===== config.mk =====
export PLATFORM = sky130hd
export DESIGN_NAME = wildcard_pattern_matcher
export DESIGN_NICKNAME = d
export VERILOG_FILES = /design/src/design/wpm_pkg.sv /design/src/design/wpm_ctrl.sv /design/src/design/wpm_dp.sv /design/src/design/wildcard_pattern_matcher.sv
export SDC_FILE = /design/constraint.sdc
export NUM_CORES = 1
export LEC_CHECK = 0
export BUFFER_PORTS_ARGS = -buffer_cell sky130_fd_sc_hd__buf_4
export CORE_ASPECT_RATIO = 1.5
export CORE_MARGIN = 10
export CORE_UTILIZATION = 45
export DETAILED_ROUTE_END_ITERATION = 12
export SLEW_MARGIN = 15
export SYNTH_ARGS = -nofsm -noshare
export SYNTH_HDL_FRONTEND = slang
export SYNTH_HIERARCHICAL = 1
export SYNTH_SLANG_ARGS = --single-unit

===== constraint.sdc =====
create_clock -name clock -period 3.7 [get_ports clock]
set_clock_uncertainty 0.1 [all_clocks]
set_input_delay 0.37 -clock clock [delete_from_list [all_inputs] [get_ports clock]]
set_output_delay 0.37 -clock clock [all_outputs]
set_load 0.005 [all_outputs]

===== src/design/wpm_pkg.sv =====
`default_nettype none
package wpm_pkg;

   localparam int unsigned PATTERN_MAX = 64;
   localparam int unsigned ADDR_W = (PATTERN_MAX > 1) ? $clog2(PATTERN_MAX) : 1;
   localparam int unsigned CNT_W = $clog2(PATTERN_MAX + 1);

   localparam logic [7:0] SYM_STAR = 8'h2A;
   localparam logic [7:0] SYM_ANY  = 8'h3F;

   typedef enum logic [1:0] {
      OP_APPEND = 2'd0,
      OP_TEXT   = 2'd1,
      OP_FINISH = 2'd2,
      OP_CLEAR  = 2'd3
   } op_type;

   typedef struct packed {
      logic append;
      logic clear;
      logic load_sym;
      logic sweep_begin;
      logic init_step;
      logic text_step;
      logic set_started;
      logic emit;
   } dp_cmd_type;

   typedef struct packed {
      logic started;
      logic sweep_done;
      logic rsp_full;
   } dp_status_type;

endpackage
`default_nettype wire


===== src/design/wpm_ctrl.sv =====
`default_nettype none
module wpm_ctrl (
   input  wire logic                   clock,
   input  wire logic                   reset,
   input  wire logic                   req_valid,
   output logic                        req_stall,
   input  wire logic [1:0]             req_op,
   input  wire logic                   rsp_stall,
   input  wire wpm_pkg::dp_status_type status,
   output wpm_pkg::dp_cmd_type         cmd
);

   typedef enum logic [3:0] {
      ST_IDLE = 4'b0001,
      ST_INIT = 4'b0010,
      ST_TEXT = 4'b0100,
      ST_DONE = 4'b1000
   } state_type;

   state_type       state_ff, state_in;
   logic            pend_finish_ff, pend_finish_in;
   wpm_pkg::op_type op;
   logic            accept;

   assign op = wpm_pkg::op_type'(req_op);

   always_comb begin
      state_in       = state_ff;
      pend_finish_in = pend_finish_ff;
      cmd            = '0;
      req_stall      = 1'b1;
      accept         = 1'b0;
      case (state_ff)
         ST_IDLE: begin
            req_stall = (op == wpm_pkg::OP_FINISH) && status.rsp_full && rsp_stall;
            accept    = req_valid && !req_stall;
            if (accept) begin
               case (op)
                  wpm_pkg::OP_APPEND: cmd.append = 1'b1;
                  wpm_pkg::OP_CLEAR:  cmd.clear = 1'b1;
                  wpm_pkg::OP_TEXT: begin
                     cmd.load_sym    = 1'b1;
                     cmd.sweep_begin = 1'b1;
                     pend_finish_in  = 1'b0;
                     state_in        = status.started ? ST_TEXT : ST_INIT;
                  end
                  wpm_pkg::OP_FINISH: begin
                     if (status.started) begin
                        cmd.emit = 1'b1;
                     end else begin
                        cmd.sweep_begin = 1'b1;
                        pend_finish_in  = 1'b1;
                        state_in        = ST_INIT;
                     end
                  end
                  default: ;
               endcase
            end
         end
         ST_INIT: begin
            cmd.init_step = 1'b1;
            if (status.sweep_done) begin
               cmd.set_started = 1'b1;
               if (pend_finish_ff) begin
                  state_in = ST_DONE;
               end else begin
                  cmd.sweep_begin = 1'b1;
                  state_in        = ST_TEXT;
               end
            end
         end
         ST_TEXT: begin
            cmd.text_step = 1'b1;
            if (status.sweep_done) begin
               state_in = ST_IDLE;
            end
         end
         ST_DONE: begin
            cmd.emit = 1'b1;
            state_in = ST_IDLE;
         end
         default: state_in = ST_IDLE;
      endcase
   end

   always_ff @(posedge clock) begin
      if (reset) begin
         state_ff       <= ST_IDLE;
         pend_finish_ff <= 1'b0;
      end else begin
         state_ff       <= state_in;
         pend_finish_ff <= pend_finish_in;
      end
   end

endmodule
`default_nettype wire


===== src/design/wpm_dp.sv =====
`default_nettype none
module wpm_dp (
   input  wire logic                  clock,
   input  wire logic                  reset,
   input  wire logic [7:0]            req_symbol,
   input  wire logic                  rsp_stall,
   output logic                       rsp_valid,
   output logic                       rsp_matched,
   output logic                       rsp_pattern_overflow,
   input  wire wpm_pkg::dp_cmd_type   cmd,
   output wpm_pkg::dp_status_type     status
);

   logic [7:0]                  mem [0:wpm_pkg::PATTERN_MAX-1];
   logic [7:0]                  rd_ff;
   logic [wpm_pkg::CNT_W-1:0]   len_ff, len_in;
   logic [wpm_pkg::CNT_W-1:0]   j_ff, j_in;
   logic [wpm_pkg::PATTERN_MAX:0] row_ff, row_in;
   logic                        ovf_ff, ovf_in;
   logic                        started_ff, started_in;
   logic                        carry_ff, carry_in;
   logic                        prev_ff, prev_in;
   logic                        last_ff, last_in;
   logic [7:0]                  sym_ff, sym_in;
   logic                        rsp_valid_ff, rsp_valid_in;
   logic                        rsp_matched_ff, rsp_matched_in;
   logic                        rsp_ovf_ff, rsp_ovf_in;

   logic len_full, j_is_zero, in_pat, is_star, sym_hit, init_bit, text_bit, new_bit, step;

   assign len_full  = (len_ff == wpm_pkg::CNT_W'(wpm_pkg::PATTERN_MAX));
   assign j_is_zero = (j_ff == '0);
   assign in_pat    = !j_is_zero && (j_ff <= len_ff);
   assign is_star   = (rd_ff == wpm_pkg::SYM_STAR);
   assign sym_hit   = (rd_ff == wpm_pkg::SYM_ANY) || (rd_ff == sym_ff);
   assign init_bit  = j_is_zero || (in_pat && carry_ff && is_star);
   assign text_bit  = in_pat && (is_star ? (carry_ff || row_ff[0]) : (prev_ff && sym_hit));
   assign new_bit   = cmd.init_step ? init_bit : text_bit;
   assign step      = cmd.init_step || cmd.text_step;

   always_comb begin
      len_in         = len_ff;
      ovf_in         = ovf_ff;
      started_in     = started_ff;
      j_in           = j_ff;
      row_in         = row_ff;
      carry_in       = carry_ff;
      prev_in        = prev_ff;
      last_in        = last_ff;
      sym_in         = sym_ff;
      rsp_matched_in = rsp_matched_ff;
      rsp_ovf_in     = rsp_ovf_ff;
      rsp_valid_in   = rsp_valid_ff && rsp_stall;

      if (cmd.append) begin
         started_in = 1'b0;
         if (len_full) begin
            ovf_in = 1'b1;
         end else begin
            len_in = len_ff + 1'b1;
         end
      end
      if (cmd.clear) begin
         len_in     = '0;
         ovf_in     = 1'b0;
         started_in = 1'b0;
      end
      if (cmd.load_sym) begin
         sym_in = req_symbol;
      end
      if (step) begin
         row_in   = {new_bit, row_ff[wpm_pkg::PATTERN_MAX:1]};
         carry_in = new_bit;
         prev_in  = row_ff[0];
         j_in     = j_ff + 1'b1;
         if (j_ff == len_ff) begin
            last_in = new_bit;
         end
      end
      if (cmd.sweep_begin) begin
         j_in = '0;
      end
      if (cmd.set_started) begin
         started_in = 1'b1;
      end
      if (cmd.emit) begin
         rsp_valid_in   = 1'b1;
         rsp_matched_in = last_ff;
         rsp_ovf_in     = ovf_ff;
         started_in     = 1'b0;
      end
   end

   always_ff @(posedge clock) begin
      if (cmd.append && !len_full) begin
         mem[len_ff[wpm_pkg::ADDR_W-1:0]] <= req_symbol;
      end
      rd_ff <= mem[j_ff[wpm_pkg::ADDR_W-1:0]];
   end

   always_ff @(posedge clock) begin
      if (reset) begin
         len_ff       <= '0;
         ovf_ff       <= 1'b0;
         started_ff   <= 1'b0;
         rsp_valid_ff <= 1'b0;
         j_ff         <= '0;
      end else begin
         len_ff       <= len_in;
         ovf_ff       <= ovf_in;
         started_ff   <= started_in;
         rsp_valid_ff <= rsp_valid_in;
         j_ff         <= j_in;
      end
   end

   always_ff @(posedge clock) begin
      row_ff         <= row_in;
      carry_ff       <= carry_in;
      prev_ff        <= prev_in;
      last_ff        <= last_in;
      sym_ff         <= sym_in;
      rsp_matched_ff <= rsp_matched_in;
      rsp_ovf_ff     <= rsp_ovf_in;
   end

   assign rsp_valid            = rsp_valid_ff;
   assign rsp_matched          = rsp_matched_ff;
   assign rsp_pattern_overflow = rsp_ovf_ff;

   assign status.started    = started_ff;
   assign status.sweep_done = (j_ff == wpm_pkg::CNT_W'(wpm_pkg::PATTERN_MAX));
   assign status.rsp_full   = rsp_valid_ff;

endmodule
`default_nettype wire


===== src/design/wildcard_pattern_matcher.sv =====
// Channel   Direction  Handshake              Payload
// req       in         req_valid/req_stall    req_op[1:0], req_symbol[7:0]
// rsp       out        rsp_valid/rsp_stall    rsp_matched, rsp_pattern_overflow
//
// Append, clear and finish on a running text are handled in idle; a text character is taken
// in idle and then swept over all PATTERN_MAX+1 row positions: the row rotates through one
// update cell, one position per cycle. The first character or finish of each text (after reset,
// finish, append or clear) adds a PATTERN_MAX+1 position sweep to seed the row, plus an emit state for a finish.
// Reset is synchronous. The result register holds while rsp_stall is high, and a finish
// waits while a held result is still pending.
`default_nettype none
module wildcard_pattern_matcher (
   input  wire logic       clock,
   input  wire logic       reset,
   input  wire logic       req_valid,
   output logic            req_stall,
   input  wire logic [1:0] req_op,
   input  wire logic [7:0] req_symbol,
   output logic            rsp_valid,
   input  wire logic       rsp_stall,
   output logic            rsp_matched,
   output logic            rsp_pattern_overflow
);

   wpm_pkg::dp_cmd_type    cmd;
   wpm_pkg::dp_status_type status;

   wpm_ctrl u_ctrl (
      .clock     (clock),
      .reset     (reset),
      .req_valid (req_valid),
      .req_stall (req_stall),
      .req_op    (req_op),
      .rsp_stall (rsp_stall),
      .status    (status),
      .cmd       (cmd)
   );

   wpm_dp u_dp (
      .clock                (clock),
      .reset                (reset),
      .req_symbol           (req_symbol),
      .rsp_stall            (rsp_stall),
      .rsp_valid            (rsp_valid),
      .rsp_matched          (rsp_matched),
      .rsp_pattern_overflow (rsp_pattern_overflow),
      .cmd                  (cmd),
      .status               (status)
   );

endmodule
`default_nettype wire

# Yosys cells after proc, flatten, opt, wreduce, memory -nomap -nowiden
# Memory sizes are Yosys's and may differ from the RTL's. A register that Yosys moved wholly into a read port is not among the register bits.
# Index checks and enable logic that the tools add are counted.
# Widths: inputs -> output; s select.
[word_totals]
reg_bits = 100
latch_bits = 0
ramBits = 512
mem_bits_ro = 0
inputBits = 14
output_inout_bits = 4
wordCells = 104
mem_count = 1
[mem_list]
columns = ["name", "depth", "word_bits", "read_ports", "rd_clocked_by_memory_dff", "wr", "line", "source"]
rows = [
  ["u_dp.mem", 64, 8, 1, 1, 1, "wpm_dp.sv:14", "logic [7:0] mem [0:wpm_pkg::PATTERN_MAX-1];"],
]
[classes]
addsub = 2
mul = 0
div_mod_pow = 0
magnitude_cmp = 1
n_eq_ne = 19
shifts = 0
n_mux = 37
bitwise_logic = 1
reduce_logical = 29
[op_table]
columns = ["operator", "count"]
rows = [
  ["$mux 4", 6],
  ["$mux 1", 23],
  ["$eq 8x6->1 const B", 2],
  ["$add 7x1->7 const B", 2],
  ["$eq 7x7->1 const B", 2],
  ["$pmux 4 s3", 1],
  ["$logic_and 1x1->1", 10],
  ["$eq 8x8->1", 1],
  ["$pmux 1 s2", 4],
  ["$pmux 4 s2", 1],
  ["$eq 7x7->1", 1],
  ["$le 7x7->1", 1],
  ["$logic_not 7->1", 1],
  ["$mux 3", 2],
  ["$ne 2x2->1 const B", 3],
  ["$reduce_and 2->1", 3],
  ["$reduce_or 2->1", 3],
  ["$reduce_and 5->1", 1],
  ["$eq 2x2->1 const B", 2],
  ["$eq 4x1->1 const B", 1],
  ["$eq 4x2->1 const B", 1],
  ["$eq 4x3->1 const B", 1],
  ["$eq 4x4->1 const B", 1],
  ["$logic_or 1x1->1", 4],
  ["other kinds (10)", 12],
]

# Depth between registers and ports, before layout
[logic_depth]
depth_word = 10
mapped_depth = 13
depth_no_buf = 8

# Modules after synthesis
# Netlist, hierarchy kept.
[by_module_without_submodules]
columns = ["mod", "n_inst", "cells_each", "area_each_um2", "seq_area_each_um2"]
rows = [
  ["wpm_dp", 1, 1112, 23184.7, 18187.4],
  ["wpm_ctrl", 1, 55, 488.0, 100.1],
]

# Worst setup path after synthesis
# OpenSTA, ideal clock, no wires.
[synth_timing]
path_kind = "register to register"
from = "register u_ctrl.state_ff[1]"
to = "register u_dp/j_ff[6] (netlist bit)"
setup_time_ps = 70
t_arrival_ps = 3106
required_time_ps = 3530
path_slack_ps = 424
stages_incl_launch_ff = 7
n_path_buf = 0
period_less_slack_ps = 3276
path_cell_list = "dfxtp_1 -> nor4b_4 -> nor2_1 -> inv_1 -> nand4_1 -> or3_1 -> a21oi_1"
[synth_rtl]
columns = ["element", "line", "source"]
rows = [
  ["start: declaration", "wpm_ctrl.sv:20", "state_type state_ff, state_in;"],
  ["start signal: assignment", "wpm_ctrl.sv:91", "state_ff <= state_in;"],
  ["end signal: assignment", "wpm_dp.sv:113", "j_ff <= j_in;"],
  ["end: declaration", "wpm_dp.sv:17", "logic [wpm_pkg::CNT_W-1:0] j_ff, j_in;"],
]

==> flow_summary.toml <==
[clock_network]
clk_pin_slew_ps = 70
clock-root-buffer = "clkbuf_16"
ctsLongestPathBuffers = 3
cts_tree = "done"
ctsHtreeMaxLevel = 2
cts_sinks = 619
cts_resized = 0
worstSkewPairLatency_ps = 600
numCtsBuffers = 55

[critical_path]
slowest_stage = "dfxtp_4"
crit_type = "reg -> reg"
worst-path-stages = 6
r2r-start = "u_dp/j_ff[0]"
max_stage_delay_ps = 730
required_ps = 4070
r2r-end = "u_dp/rd_ff[3]"
crit_chain = "buf_12 > buf_4 > mux4_2 > a22oi_1 > a21oi_1 > or4_1"
critPathArrivalTime_ps = 3260
crit_fanout = 21
path_buf_inv = 2
cpLargestDelayFamily = "flip-flops"
cp-end-kind = "flip-flop"
rrSetupSlack_ps = 800
startpoint_type = "flip-flop"
reg2regPathDepth = 6

[detailed_routing]
first_pass_iters = 6
drtAntennaViolNets = 0
drt_iter0_drc = 1038
wl_per_cell_um = 26.64
drc_errors = 0
wl_mm = 53.11
detailroute.via_count = 11500
vias_per_cell = 5.766

[finish]
syn_to_final_growth_pct = 13.96
fin_nets = 1301
drive_gt1_share_pct = 25.57
final_cell_area_sq_um = 26980
finalCoreUtilization_pct = 52.07
n_antenna_cell = 0

[power_and_ir_drop]
p_leak_nw = 8.374
peakVddDrop_uv = 459.1
finalPower_mw = 13.78
power_density_nw_per_um2 = 510.8

[worst_hold_path]
holdPathEnd = "u_ctrl/state_ff[2]"
hp-class = "in -> reg"
holdPathStages = 4
min_from = "req_valid"

[logic_synthesis]
avgSynthCellArea_sq_um = 20.29
synth_edf_count = 589
synth_commonest_cells = "edfxtp_1 (589), mux4_2 (128), nor2_1 (91)"
yosys-top-cells-area = "edfxtp_1 (75%), mux4_2 (12%), dfxtp_1 (2.5%)"
synthCells = 1167
synth_seq_area_share_pct = 77.25
synth_top_area_share_pct = 74.71
yosysMostFrequentCell = "edfxtp_1"
syn_area_sq_um = 23670
syn_nets = 1197
synth_ff_type = "edfxtp_1"
synth.distinct_cells = 53
yosys.area.top_type = "edfxtp_1"
async_reset_ff_share_pct = 0
synth-seq-cells = 619
yosysWarnings = 6

[global_routing]
grt_use_met3_pct = 2.189
overflow = 0
grt_pass1_wl_mm = 79.90
grt_max_degree = 67
grt_pass1_vias = 11960
use_met2_pct = 28.97
use_met1_pct = 21.19
antenna_found_initial = 0
grtUsageTotal_pct = 16.87
grt_busiest_layer = "met2"

[timing]
hold_violations = 0
relSlewSlack_pct = 43.55
period_needed_ps = 2896
max_freq_ghz = 0.3453
timing.final.max_slew_violations = 0
finalSetupTns_ps = 0
fin_crit_sh_pct = 78.28
grt_setup_unrepaired = "no"
setup_viol_count_final = 0
tightest_slew_ps = 846.8
setup_ws_ps = 803.7

[placed_design]
routabilityCongestion = 0.8454
placed_cell_area_sq_um = 25100
portBuffers = 17
dp_hpwl_mm = 32.53
post-place-ws_ps = 624.3

[floorplan]
io_pins = 18
start_util_pct = 45.69
coreArea_sq_um = 51810
std_cell_rows = 102
die-area_sq_um = 62370
die_w_um = 207.3
die_y_um = 300.9

[job]
drv_cap = 0

[status]
status = "completed"
state kept, by name, indices dropped and copies added, names as in the netlist, 4 cells and up:
signal	flops
u_dp/row_ff	65
u_dp/rd_ff	8
u_dp/mem	512
u_ctrl/state_ff	4
u_dp/sym_ff	8
u_dp/j_ff	7
u_dp/len_ff	7
cell families (layout without fill, tap and decap cells):
kind of cell / after synthesis / count (layout) / synth area share, %
adders and majority gates: 16 / 16 / 0.8457
DFF: 619 / 619 / 77.25
AOI/OAI and AO/OA: 125 / 125 / 3.547
buffers and inverters: 76 / 227 / 1.554
xor gates and xnor gates: 17 / 17 / 0.6290
muxes: 131 / 131 / 12.30
and+or+nand+nor: 183 / 183 / 3.869
worst max path at each step:
| stage | startpoint | endpoint | slack (ps) |
|---|---|---|---|
| finish | u_dp/j_ff[0] | u_dp/rd_ff[3] | 800 |
| global route | u_dp/j_ff[0] | u_dp/rd_ff[7] | 680 |
| floorplan | u_ctrl/state_ff[1] | u_dp/j_ff[6] | 420 |
| detailed placement | req_op[0] | u_dp/mem[59][4] | 620 |
| CTS | u_dp/j_ff[0] | u_dp/rd_ff[3] | 780 |
| global placement | req_op[0] | u_dp/mem[59][3] | 670 |
worst register-to-register path: cells and delay by family, from the launching register on:
family                 cells  cell delay [ps]
AOI/OAI and AO/OA          2              510
DFF                        1              730
buffers and inverters      2              490
and+or+nand+nor            1              450
muxes                      1              500
stage by stage:
step | hold slack (ps) | cells
global placement | 306.2 | 1888
CTS | 150.6 | 1994
global route | 209.7 | 1994
detailed placement | 305.2 | 1888
finish | 171.5 | 1994
floorplan | 300.3 | 1167
repair_timing:
action                                  CTS  global route
hold endpoints to repair                  6             0
setup buffers                             0             0
endpoints found under the setup margin    0             0
hold buffers                              2             0
layer usage:
| layer | vias up | wire, um | share of wire [%] |
|---|---|---|---|
| li1 | 5002 | - | - |
| met3 | 102 | 2225 | 4.2 |
| met1 | 6073 | 21240 | 40 |
| met4 | 0 | 2002 | 3.8 |
| met2 | 321 | 27640 | 52 |
| met5 | - | 0 | 0 |
report_power, final:
part | internal [mW] | total, mW | switching (mW)
Combinational | 0.0793 | 0.257 | 0.178
Sequential | 7.67 | 7.69 | 0.0190
Clock | 3.30 | 5.83 | 2.53
Total | 11.1 | 13.8 | 2.73
area by class of cell:
| class | count | area (sq um) |
|---|---|---|
| fillers | 4147 | 24840 |
| clock buffers | 70 | 1494 |
| clock inverters | 34 | 369.1 |
| multi-input cells | 472 | 5031 |
| flip-flops and latches | 619 | 18300 |
| repair buffers | 107 | 883.3 |
| well taps | 676 | 845.8 |
| inverters | 16 | 60.06 |
cells in the final DEF (no fill, tap or decap), drive strengths merged, types with 3 or more instances in the layout:
cell type / n
nor3: 4
inv: 19
or2: 3
clkinvlp: 6
mux2i: 3
nor2b: 7
a221oi: 4
or3: 5
nor2: 91
nor4b: 3
xor2: 3
and3: 4
or4: 7
nand4: 7
nand3: 14
and2: 4
ha: 16
bufinv: 6
buf: 105
a31oi: 4
clkinv: 19
a21oi: 37
dfxtp: 30
a22oi: 60
clkbuf: 70
xnor2: 14
o21ai: 7
edfxtp: 589
mux4: 128
nand2: 24
No activity file was read; power rests on OpenSTA's default activity.
